$ cat config.mk
export PLATFORM = sky130hd
export DESIGN_NAME = shifting_queue_with_statistics_top_flat
export DESIGN_NICKNAME = d
export VERILOG_FILES = /design/src/rtl/sqs_pkg.sv /design/src/rtl/sqs_if.sv /design/src/rtl/shifting_queue_with_statistics_top.sv /design/src/rtl/sqs_ram.sv /design/src/rtl/sqs_div.sv /design/src/flat_wrapper.sv
export SDC_FILE = /design/constraint.sdc
export NUM_CORES = 1
export LEC_CHECK = 0
export ABC_AREA = 1
export BUFFER_PORTS_ARGS = -buffer_cell sky130_fd_sc_hd__buf_2
export CAP_MARGIN = 20
export CORE_ASPECT_RATIO = 1.4
export CORE_MARGIN = 2
export CORE_UTILIZATION = 50
export CTS_CLUSTER_DIAMETER = 100
export DETAILED_ROUTE_END_ITERATION = 8
export PLACE_DENSITY = 0.76
export SETUP_SLACK_MARGIN = 0.1
export SLEW_MARGIN = 10
export SYNTH_ARGS = -nofsm -noshare
export SYNTH_HDL_FRONTEND = slang
export SYNTH_SLANG_ARGS = --single-unit
$ cat constraint.sdc
create_clock -name clk -period 12.62 [get_ports clk]
set_clock_uncertainty 0.05 [all_clocks]
set_input_delay 1.893 -clock clk [delete_from_list [all_inputs] [get_ports clk]]
set_output_delay 1.893 -clock clk [all_outputs]
set_load 0.02 [all_outputs]
$ cat src/rtl/sqs_pkg.sv
package sqs_pkg;

  localparam int DEPTH   = 8;
  localparam int DATA_W  = 32;
  localparam int ADDR_W  = (DEPTH > 1) ? $clog2(DEPTH) : 1;
  localparam int CNT_W   = $clog2(DEPTH + 1);
  localparam int ACC_W   = DATA_W + CNT_W;
  localparam int STEP_W  = $clog2(ACC_W + 1);
  localparam int FUNC_W  = 2;
  localparam int COUNT_W = 4;
  localparam int SUM_W   = 35;

  typedef logic        [ADDR_W-1:0]  addr_t;
  typedef logic        [CNT_W-1:0]   cnt_t;
  typedef logic signed [DATA_W-1:0]  data_t;
  typedef logic signed [ACC_W-1:0]   acc_t;
  typedef logic        [STEP_W-1:0]  step_t;
  typedef logic        [FUNC_W-1:0]  func_t;
  typedef logic        [COUNT_W-1:0] count_t;
  typedef logic signed [SUM_W-1:0]   sum_t;

  localparam func_t FN_ENQ = 2'd0;
  localparam func_t FN_DEQ = 2'd1;
  localparam func_t FN_CLR = 2'd2;

  typedef enum logic [1:0] {
    ST_OK    = 2'd0,
    ST_FULL  = 2'd1,
    ST_EMPTY = 2'd2
  } status_t;

endpackage

$ cat src/rtl/sqs_if.sv
interface sqs_req_if;
  logic                valid;
  logic                ready;
  sqs_pkg::func_t      func;
  sqs_pkg::data_t      value;

  modport source (output valid, func, value, input ready);
  modport sink   (input valid, func, value, output ready);
endinterface

interface sqs_rsp_if;
  logic                valid;
  logic                ready;
  sqs_pkg::status_t    status;
  sqs_pkg::data_t      removed_value;
  sqs_pkg::count_t     count;
  sqs_pkg::sum_t       sum;
  sqs_pkg::data_t      average;
  sqs_pkg::data_t      minimum;
  sqs_pkg::data_t      maximum;

  modport source (output valid, status, removed_value, count, sum, average, minimum, maximum,
                  input ready);
  modport sink   (input valid, status, removed_value, count, sum, average, minimum, maximum,
                  output ready);
endinterface

$ cat src/rtl/shifting_queue_with_statistics_top.sv
// channel | dir | payload                                                   | handshake
// req     | in  | func, value                                               | valid/ready
// rsp     | out | status, removed_value, count, sum, average, minimum, max  | valid/ready
//
// One item at a time: an op state, a pop state for a dequeue, a walk over the held
// entries, a drain state for the memory read and a start state, then ACC_W (36)
// radix-2 divider steps and a result state; an empty queue goes from the walk to the result.
// Reset (rst, synchronous) empties the queue; memory contents stay undefined.
// A finished result waits in the output register while the next beat is taken.
module shifting_queue_with_statistics_top (
  input logic      clk,
  input logic      rst,
  sqs_req_if.sink  req,
  sqs_rsp_if.source rsp
);

  typedef enum logic [2:0] {
    S_IDLE, S_OP, S_POP, S_WALK, S_DRAIN, S_DSTART, S_DIV, S_DONE
  } state_t;

  state_t             state;
  sqs_pkg::func_t     func_q;
  sqs_pkg::data_t     value_q;
  sqs_pkg::status_t   status_q;
  sqs_pkg::data_t     removed_q;
  sqs_pkg::cnt_t      cnt;
  sqs_pkg::addr_t     head;
  sqs_pkg::addr_t     ptr;
  sqs_pkg::cnt_t      idx;
  logic               rd_vld;
  logic               first;
  sqs_pkg::acc_t      acc;
  sqs_pkg::data_t     mn;
  sqs_pkg::data_t     mx;
  sqs_pkg::data_t     avg_q;

  logic               rsp_valid;
  sqs_pkg::status_t   o_status;
  sqs_pkg::data_t     o_removed;
  sqs_pkg::count_t    o_count;
  sqs_pkg::sum_t      o_sum;
  sqs_pkg::data_t     o_avg;
  sqs_pkg::data_t     o_min;
  sqs_pkg::data_t     o_max;

  logic               we;
  sqs_pkg::addr_t     waddr;
  sqs_pkg::addr_t     raddr;
  logic [sqs_pkg::DATA_W-1:0] rdata;
  sqs_pkg::data_t     elem;
  logic [sqs_pkg::CNT_W:0] tail_sum;

  logic               div_start;
  logic               div_done;
  sqs_pkg::acc_t      quotient;

  function automatic sqs_pkg::addr_t inc(input sqs_pkg::addr_t a);
    sqs_pkg::addr_t r;
    if (a == sqs_pkg::addr_t'(sqs_pkg::DEPTH - 1)) begin
      r = '0;
    end else begin
      r = a + 1'b1;
    end
    return r;
  endfunction

  assign tail_sum = {1'b0, sqs_pkg::cnt_t'(head)} + {1'b0, cnt};
  assign waddr    = (tail_sum >= (sqs_pkg::CNT_W + 1)'(sqs_pkg::DEPTH))
                    ? sqs_pkg::addr_t'(tail_sum - (sqs_pkg::CNT_W + 1)'(sqs_pkg::DEPTH))
                    : sqs_pkg::addr_t'(tail_sum);
  assign we       = (state == S_OP) && (func_q == sqs_pkg::FN_ENQ) &&
                    (cnt != sqs_pkg::cnt_t'(sqs_pkg::DEPTH));
  assign raddr    = (state == S_OP) ? head : ptr;
  assign elem     = sqs_pkg::data_t'(rdata);
  assign div_start = (state == S_DSTART);

  sqs_ram #(.WIDTH(sqs_pkg::DATA_W), .DEPTH(sqs_pkg::DEPTH)) u_ram (
    .clk   (clk),
    .we    (we),
    .waddr (waddr),
    .wdata (value_q),
    .raddr (raddr),
    .rdata (rdata)
  );

  sqs_div u_div (
    .clk      (clk),
    .rst      (rst),
    .start    (div_start),
    .dividend (acc),
    .divisor  (cnt),
    .done     (div_done),
    .quotient (quotient)
  );

  always_ff @(posedge clk) begin
    if (rst) begin
      state     <= S_IDLE;
      cnt       <= '0;
      head      <= '0;
      rd_vld    <= 1'b0;
      rsp_valid <= 1'b0;
    end else begin
      rd_vld <= 1'b0;
      if (rsp_valid && rsp.ready) begin
        rsp_valid <= 1'b0;
      end
      if (rd_vld) begin
        first <= 1'b0;
        if (first) begin
          acc <= sqs_pkg::acc_t'(elem);
          mn  <= elem;
          mx  <= elem;
        end else begin
          acc <= acc + sqs_pkg::acc_t'(elem);
          if (elem < mn) mn <= elem;
          if (elem > mx) mx <= elem;
        end
      end
      case (state)
        S_IDLE: begin
          if (req.valid) begin
            func_q  <= req.func;
            value_q <= req.value;
            state   <= S_OP;
          end
        end
        S_OP: begin
          status_q  <= sqs_pkg::ST_OK;
          removed_q <= '0;
          ptr       <= head;
          idx       <= '0;
          first     <= 1'b1;
          state     <= S_WALK;
          case (func_q)
            sqs_pkg::FN_ENQ: begin
              if (cnt == sqs_pkg::cnt_t'(sqs_pkg::DEPTH)) begin
                status_q <= sqs_pkg::ST_FULL;
              end else begin
                cnt <= cnt + 1'b1;
              end
            end
            sqs_pkg::FN_DEQ: begin
              if (cnt == '0) begin
                status_q <= sqs_pkg::ST_EMPTY;
              end else begin
                state <= S_POP;
              end
            end
            sqs_pkg::FN_CLR: begin
              cnt <= '0;
            end
            default: begin
            end
          endcase
        end
        S_POP: begin
          removed_q <= elem;
          head      <= inc(head);
          ptr       <= inc(head);
          cnt       <= cnt - 1'b1;
          state     <= S_WALK;
        end
        S_WALK: begin
          if (cnt == '0) begin
            state <= S_DONE;
          end else begin
            rd_vld <= 1'b1;
            ptr    <= inc(ptr);
            idx    <= idx + 1'b1;
            if (idx == cnt - 1'b1) begin
              state <= S_DRAIN;
            end
          end
        end
        S_DRAIN: begin
          state <= S_DSTART;
        end
        S_DSTART: begin
          state <= S_DIV;
        end
        S_DIV: begin
          if (div_done) begin
            avg_q <= quotient[sqs_pkg::DATA_W-1:0];
            state <= S_DONE;
          end
        end
        S_DONE: begin
          if (!rsp_valid || rsp.ready) begin
            rsp_valid <= 1'b1;
            o_status  <= status_q;
            o_removed <= removed_q;
            o_count   <= sqs_pkg::count_t'(cnt);
            if (cnt == '0) begin
              o_sum <= '0;
              o_avg <= '0;
              o_min <= '0;
              o_max <= '0;
            end else begin
              o_sum <= sqs_pkg::sum_t'(acc);
              o_avg <= avg_q;
              o_min <= mn;
              o_max <= mx;
            end
            state <= S_IDLE;
          end
        end
        default: begin
          state <= S_IDLE;
        end
      endcase
    end
  end

  assign req.ready         = (state == S_IDLE);
  assign rsp.valid         = rsp_valid;
  assign rsp.status        = o_status;
  assign rsp.removed_value = o_removed;
  assign rsp.count         = o_count;
  assign rsp.sum           = o_sum;
  assign rsp.average       = o_avg;
  assign rsp.minimum       = o_min;
  assign rsp.maximum       = o_max;

endmodule

$ cat src/rtl/sqs_ram.sv
module sqs_ram #(
  parameter int WIDTH = 32,
  parameter int DEPTH = 8
) (
  input  logic                                  clk,
  input  logic                                  we,
  input  logic [((DEPTH > 1) ? $clog2(DEPTH) : 1)-1:0] waddr,
  input  logic [WIDTH-1:0]                      wdata,
  input  logic [((DEPTH > 1) ? $clog2(DEPTH) : 1)-1:0] raddr,
  output logic [WIDTH-1:0]                      rdata
);

  logic [WIDTH-1:0] mem [DEPTH];

  always_ff @(posedge clk) begin
    if (we) begin
      mem[waddr] <= wdata;
    end
    rdata <= mem[raddr];
  end

endmodule

$ cat src/rtl/sqs_div.sv
module sqs_div (
  input  logic          clk,
  input  logic          rst,
  input  logic          start,
  input  sqs_pkg::acc_t dividend,
  input  sqs_pkg::cnt_t divisor,
  output logic          done,
  output sqs_pkg::acc_t quotient
);

  logic [sqs_pkg::ACC_W-1:0] q;
  sqs_pkg::cnt_t             rem;
  sqs_pkg::cnt_t             dvs;
  sqs_pkg::step_t            step;
  logic                      active;
  logic                      neg;
  logic [sqs_pkg::CNT_W:0]   rem_sh;
  logic [sqs_pkg::CNT_W:0]   diff;
  logic                      ge;

  assign rem_sh = {rem, q[sqs_pkg::ACC_W-1]};
  assign ge     = (rem_sh >= {1'b0, dvs});
  assign diff   = rem_sh - {1'b0, dvs};

  always_ff @(posedge clk) begin
    if (rst) begin
      active <= 1'b0;
      done   <= 1'b0;
    end else begin
      done <= 1'b0;
      if (start) begin
        q      <= dividend[sqs_pkg::ACC_W-1] ? -dividend : dividend;
        neg    <= dividend[sqs_pkg::ACC_W-1];
        dvs    <= divisor;
        rem    <= '0;
        step   <= sqs_pkg::step_t'(sqs_pkg::ACC_W);
        active <= 1'b1;
      end else if (active) begin
        q    <= {q[sqs_pkg::ACC_W-2:0], ge};
        rem  <= ge ? diff[sqs_pkg::CNT_W-1:0] : rem_sh[sqs_pkg::CNT_W-1:0];
        step <= step - 1'b1;
        if (step == sqs_pkg::step_t'(1)) begin
          active <= 1'b0;
          done   <= 1'b1;
        end
      end
    end
  end

  assign quotient = neg ? -sqs_pkg::acc_t'(q) : sqs_pkg::acc_t'(q);

endmodule

$ cat src/flat_wrapper.sv
// flat-port wrapper written by rule: the top's interface ports become plain ports
module shifting_queue_with_statistics_top_flat 
  (clk, rst, req_valid, req_func, req_value, req_ready, rsp_valid, rsp_status, rsp_removed_value, rsp_count, rsp_sum, rsp_average, rsp_minimum, rsp_maximum, rsp_ready);
  sqs_req_if req_i ();
  sqs_rsp_if rsp_i ();
  input logic clk;
  input logic rst;
  input wire logic [$bits(req_i.valid)-1:0] req_valid;
  input wire logic [$bits(req_i.func)-1:0] req_func;
  input wire logic [$bits(req_i.value)-1:0] req_value;
  output wire logic [$bits(req_i.ready)-1:0] req_ready;
  output wire logic [$bits(rsp_i.valid)-1:0] rsp_valid;
  output wire logic [$bits(rsp_i.status)-1:0] rsp_status;
  output wire logic [$bits(rsp_i.removed_value)-1:0] rsp_removed_value;
  output wire logic [$bits(rsp_i.count)-1:0] rsp_count;
  output wire logic [$bits(rsp_i.sum)-1:0] rsp_sum;
  output wire logic [$bits(rsp_i.average)-1:0] rsp_average;
  output wire logic [$bits(rsp_i.minimum)-1:0] rsp_minimum;
  output wire logic [$bits(rsp_i.maximum)-1:0] rsp_maximum;
  input wire logic [$bits(rsp_i.ready)-1:0] rsp_ready;
  assign req_i.valid = req_valid;
  assign req_i.func = req_func;
  assign req_i.value = req_value;
  assign req_ready = req_i.ready;
  assign rsp_valid = rsp_i.valid;
  assign rsp_status = rsp_i.status;
  assign rsp_removed_value = rsp_i.removed_value;
  assign rsp_count = rsp_i.count;
  assign rsp_sum = rsp_i.sum;
  assign rsp_average = rsp_i.average;
  assign rsp_minimum = rsp_i.minimum;
  assign rsp_maximum = rsp_i.maximum;
  assign rsp_i.ready = rsp_ready;
  shifting_queue_with_statistics_top u_core (.clk(clk), .rst(rst), .req(req_i), .rsp(rsp_i));
endmodule
==> flow_metrics.py <==
metrics = {
    "synth": {
        "ys_async_sr_fraction_pct": 0,
        "syn_avg_cell_area_um2": 11.39,
        "synthCells": 2816,
        "ys_top_cells_by_count": "edfxtp_1 (684), nor2_1 (454), nand2_1 (365)",
        "synth_top_area_share_pct": 64.05,
        "yosysMostFrequentCell": "edfxtp_1",
        "yosysWarnings": 0,
        "synth_edf_count": 684,
        "syn_nets": 2971,
        "ys_ff_latch": 730,
        "synth_area_um2": 32070,
        "synth.distinct_cells": 42,
        "synth_top_area_cell": "edfxtp_1",
        "synth_flop_cell": "edfxtp_1",
        "synthTopCellsByArea": "edfxtp_1 (64%), nor2_1 (5.3%), ha_1 (4.4%)",
        "synth-seq-area-share_pct": 66.93,
    },
    "global_routing": {
        "grt_pass1_wl_um": 112800,
        "grt_pass1_vias": 21140,
        "track_usage_pct": 22.19,
        "grt_max_degree": 99,
        "overflow": 0,
        "antenna_found_initial": 1,
    },
    "route": {
        "drt.antenna.violating_nets": 0,
        "drt_iter0_markers": 1536,
        "post_drt_wl_per_cell_um": 18.81,
        "vias": 21090,
        "drt_wl_total_um": 73690,
        "routed_via_density": 5.385,
        "remaining_drc_errors": 0,
        "first_pass_iters": 5,
    },
    "worst_setup_path": {
        "crit_type": "input pin to register",
        "crit_required_ns": 12.80,
        "cp-end-kind": "register",
        "worstPathArrival_ns": 4.69,
        "worstRegToRegCells": 6,
        "r2r-start": "u_core.state[2]",
        "cp_cell_sequence": "buf_2 -> nor2_4 -> buf_4 -> buf_4",
        "setup.worst_path.start": "rst",
        "critPathSlowestCell": "buf_4",
        "crit_buf_inv": 3,
        "critPathMaxStageDelay_ns": 0.82,
        "crit_top_cell": "buf_4",
        "crit_path_max_fanout": 75,
        "r2r_end": "u_core.rsp.minimum[1]",
        "worstSetupStartpointType": "input pin",
        "cpLargestDelayFamily": "buffers and inverters",
        "ff2ff_setup_slack_ns": 8.85,
    },
    "status": {
        "outcome": "finished, final reports clean",
    },
    "clock_tree": {
        "htreeDepth": 3,
        "cts_sinks": 730,
        "clockBufferDepth": 3,
        "clkSlewWorstSetupHoldPaths_ns": 0.06,
        "clock_latency_ns": 0.60,
        "cts_buffers": 67,
        "postCtsHoldBufs": 0,
        "cts_tree": "built",
        "cts_setup_buffers": 0,
        "cts.repair.resized": 0,
        "clock-root-buffer": "clkbuf_16",
    },
    "floorplan": {
        "die_x_um": 218.0,
        "die-area_um2": 66200,
        "die_h_um": 303.6,
        "core_um2": 63280,
        "initial_core_util_pct": 50.67,
        "io_pins": 209,
        "fp-row-count": 109,
    },
    "power_and_ir_drop": {
        "irDropWorstVdd_uv": 99.67,
        "leakage_nw": 14.06,
        "pwr_density_cell_nw_per_um2": 202.8,
    },
    "hold_path": {
        "min_to": "u_core.rsp.removed_value[6]",
        "worstHoldPathType": "register to register",
        "hold_start": "u_core.removed_q[6]",
        "worstHoldPathCells": 0,
    },
    "timing": {
        "setup_violations": 0,
        "fin_crit_sh_pct": 35.76,
        "min_period_ns": 4.513,
        "tightest_slew_ns": 1.046,
        "relSlewSlack_pct": 30.11,
        "fmax_ghz": 0.2216,
        "grt_setup_unrepaired": "no",
        "hold_violations": 0,
        "drv_slew": 0,
        "setup_tns_ns": 0,
        "setup_ws_ns": 8.107,
    },
    "place": {
        "numPortBuffers": 208,
        "pre_cts_ws_ns": 7.451,
        "hpwlAfterDp_um": 50210,
        "routabilityCongestion": 0.9742,
    },
    "final_layout": {
        "diodes": 0,
        "drive_above_1_share_pct": 13.23,
        "final_nets": 3188,
        "syn_to_final_growth_pct": 13.06,
        "fillers": 5157,
    },
    "run": {
        "maxCapViolCount": 0,
    },
}
worst reg2reg max path: cells and delay by family (launching register included):
| family | cells | cell delay (ns) |
|---|---|---|
| DFF | 1 | 0.46 |
| buffers and inverters | 3 | 1.78 |
| and+or+nand+nor | 3 | 1.01 |
where the power goes:
| part | leakage [nW] | internal (mW) | switching, mW | total [mW] |
|---|---|---|---|---|
| registers | 6.59 | 2.99 | 0.232 | 3.22 |
| logic | 6.41 | 0.694 | 1.41 | 2.10 |
| clock network | 1.06 | 1.15 | 0.872 | 2.02 |
cell families (layout without fill, tap and decap cells):
group / after synthesis / after routing / share of synthesized area, %
compound gates: 474 / 474 / 7.937
xor+xnor: 63 / 63 / 1.721
fa+ha+maj: 117 / 117 / 4.636
buf+inv: 389 / 658 / 4.760
flops: 730 / 730 / 66.93
mux: 32 / 32 / 1.124
simple gates: 1011 / 1011 / 12.90
routing by layer:
metal	global-route usage, %	up-vias	wire length (um)
met5	0	-	8
met4	11.37	2	3564
met3	2.631	182	3508
met2	39.52	666	37990
met1	26.21	10040	28610
li1	-	10210	-
placed cells by master, fill, tap and decap left out, drive strengths merged, types with 32 or more instances in the layout:
cell / netlist / layout
nand2: 367 / 367
ha: 114 / 114
buf: 26 / 233
nor2: 455 / 455
nand3: 111 / 111
inv: 304 / 308
dfxtp: 46 / 46
edfxtp: 684 / 684
xor2: 52 / 52
clkbuf: 59 / 87
o22ai: 67 / 67
mux2: 32 / 32
a21oi: 107 / 107
o21ai: 267 / 267
per-stage QoR:
stage / instances / area (um2) / hold slack [ns] / power, mW / util, %
final: 3917 / 36250 / 0.3658 / 7.351 / 57.29
after global routing: 3917 / 36250 / 0.3707 / 7.768 / 57.29
after CTS: 3916 / 36230 / 0.3651 / 7.369 / 57.26
after detailed placement: 3795 / 34060 / 0.3545 / 5.346 / 53.82
after global placement: 3795 / 34060 / 0.3536 / 5.286 / 53.82
after floorplan: 2816 / 32070 / 0.3503 / 4.717 / -
flip-flops by register name, summed over array words and instances, names as in the netlist, 6 cells and up:
name / cells
u_core.u_div.step: 6
u_core.rsp.maximum: 32
u_core.acc: 36
u_core.u_ram.rdata: 32
u_core.avg_q: 32
u_core.rsp.removed_value: 32
u_core.u_ram.mem: 256
u_core.mn: 32
u_core.value_q: 32
u_core.rsp.minimum: 32
u_core.mx: 32
u_core.u_div.q: 36
u_core.rsp.sum: 35
u_core.removed_q: 32
u_core.rsp.average: 32
worst max-delay path by stage:
stage | end | depth (start not counted)
global route | u_core.rsp.minimum[10] | 4
finish | u_core.rsp.minimum[1] | 4
detailed placement | u_core.rsp.maximum[14] | 4
global placement | u_core.rsp.maximum[8] | 4
floorplan | u_core.rsp.average[0] | 2
CTS | u_core.rsp.minimum[2] | 4
area by class of cell:
type,instances,area [um2],area share (%)
tap,832,1041,2.872
multi-input combinational,1697,9191,25.35
clock buffer,87,1782,4.915
inverter,304,1141,3.148
clock inverter,34,395.4,1.091
timing repair buffer,233,1241,3.424
sequential,730,21460,59.20
Note: power is estimated with default switching activity, not from simulation.
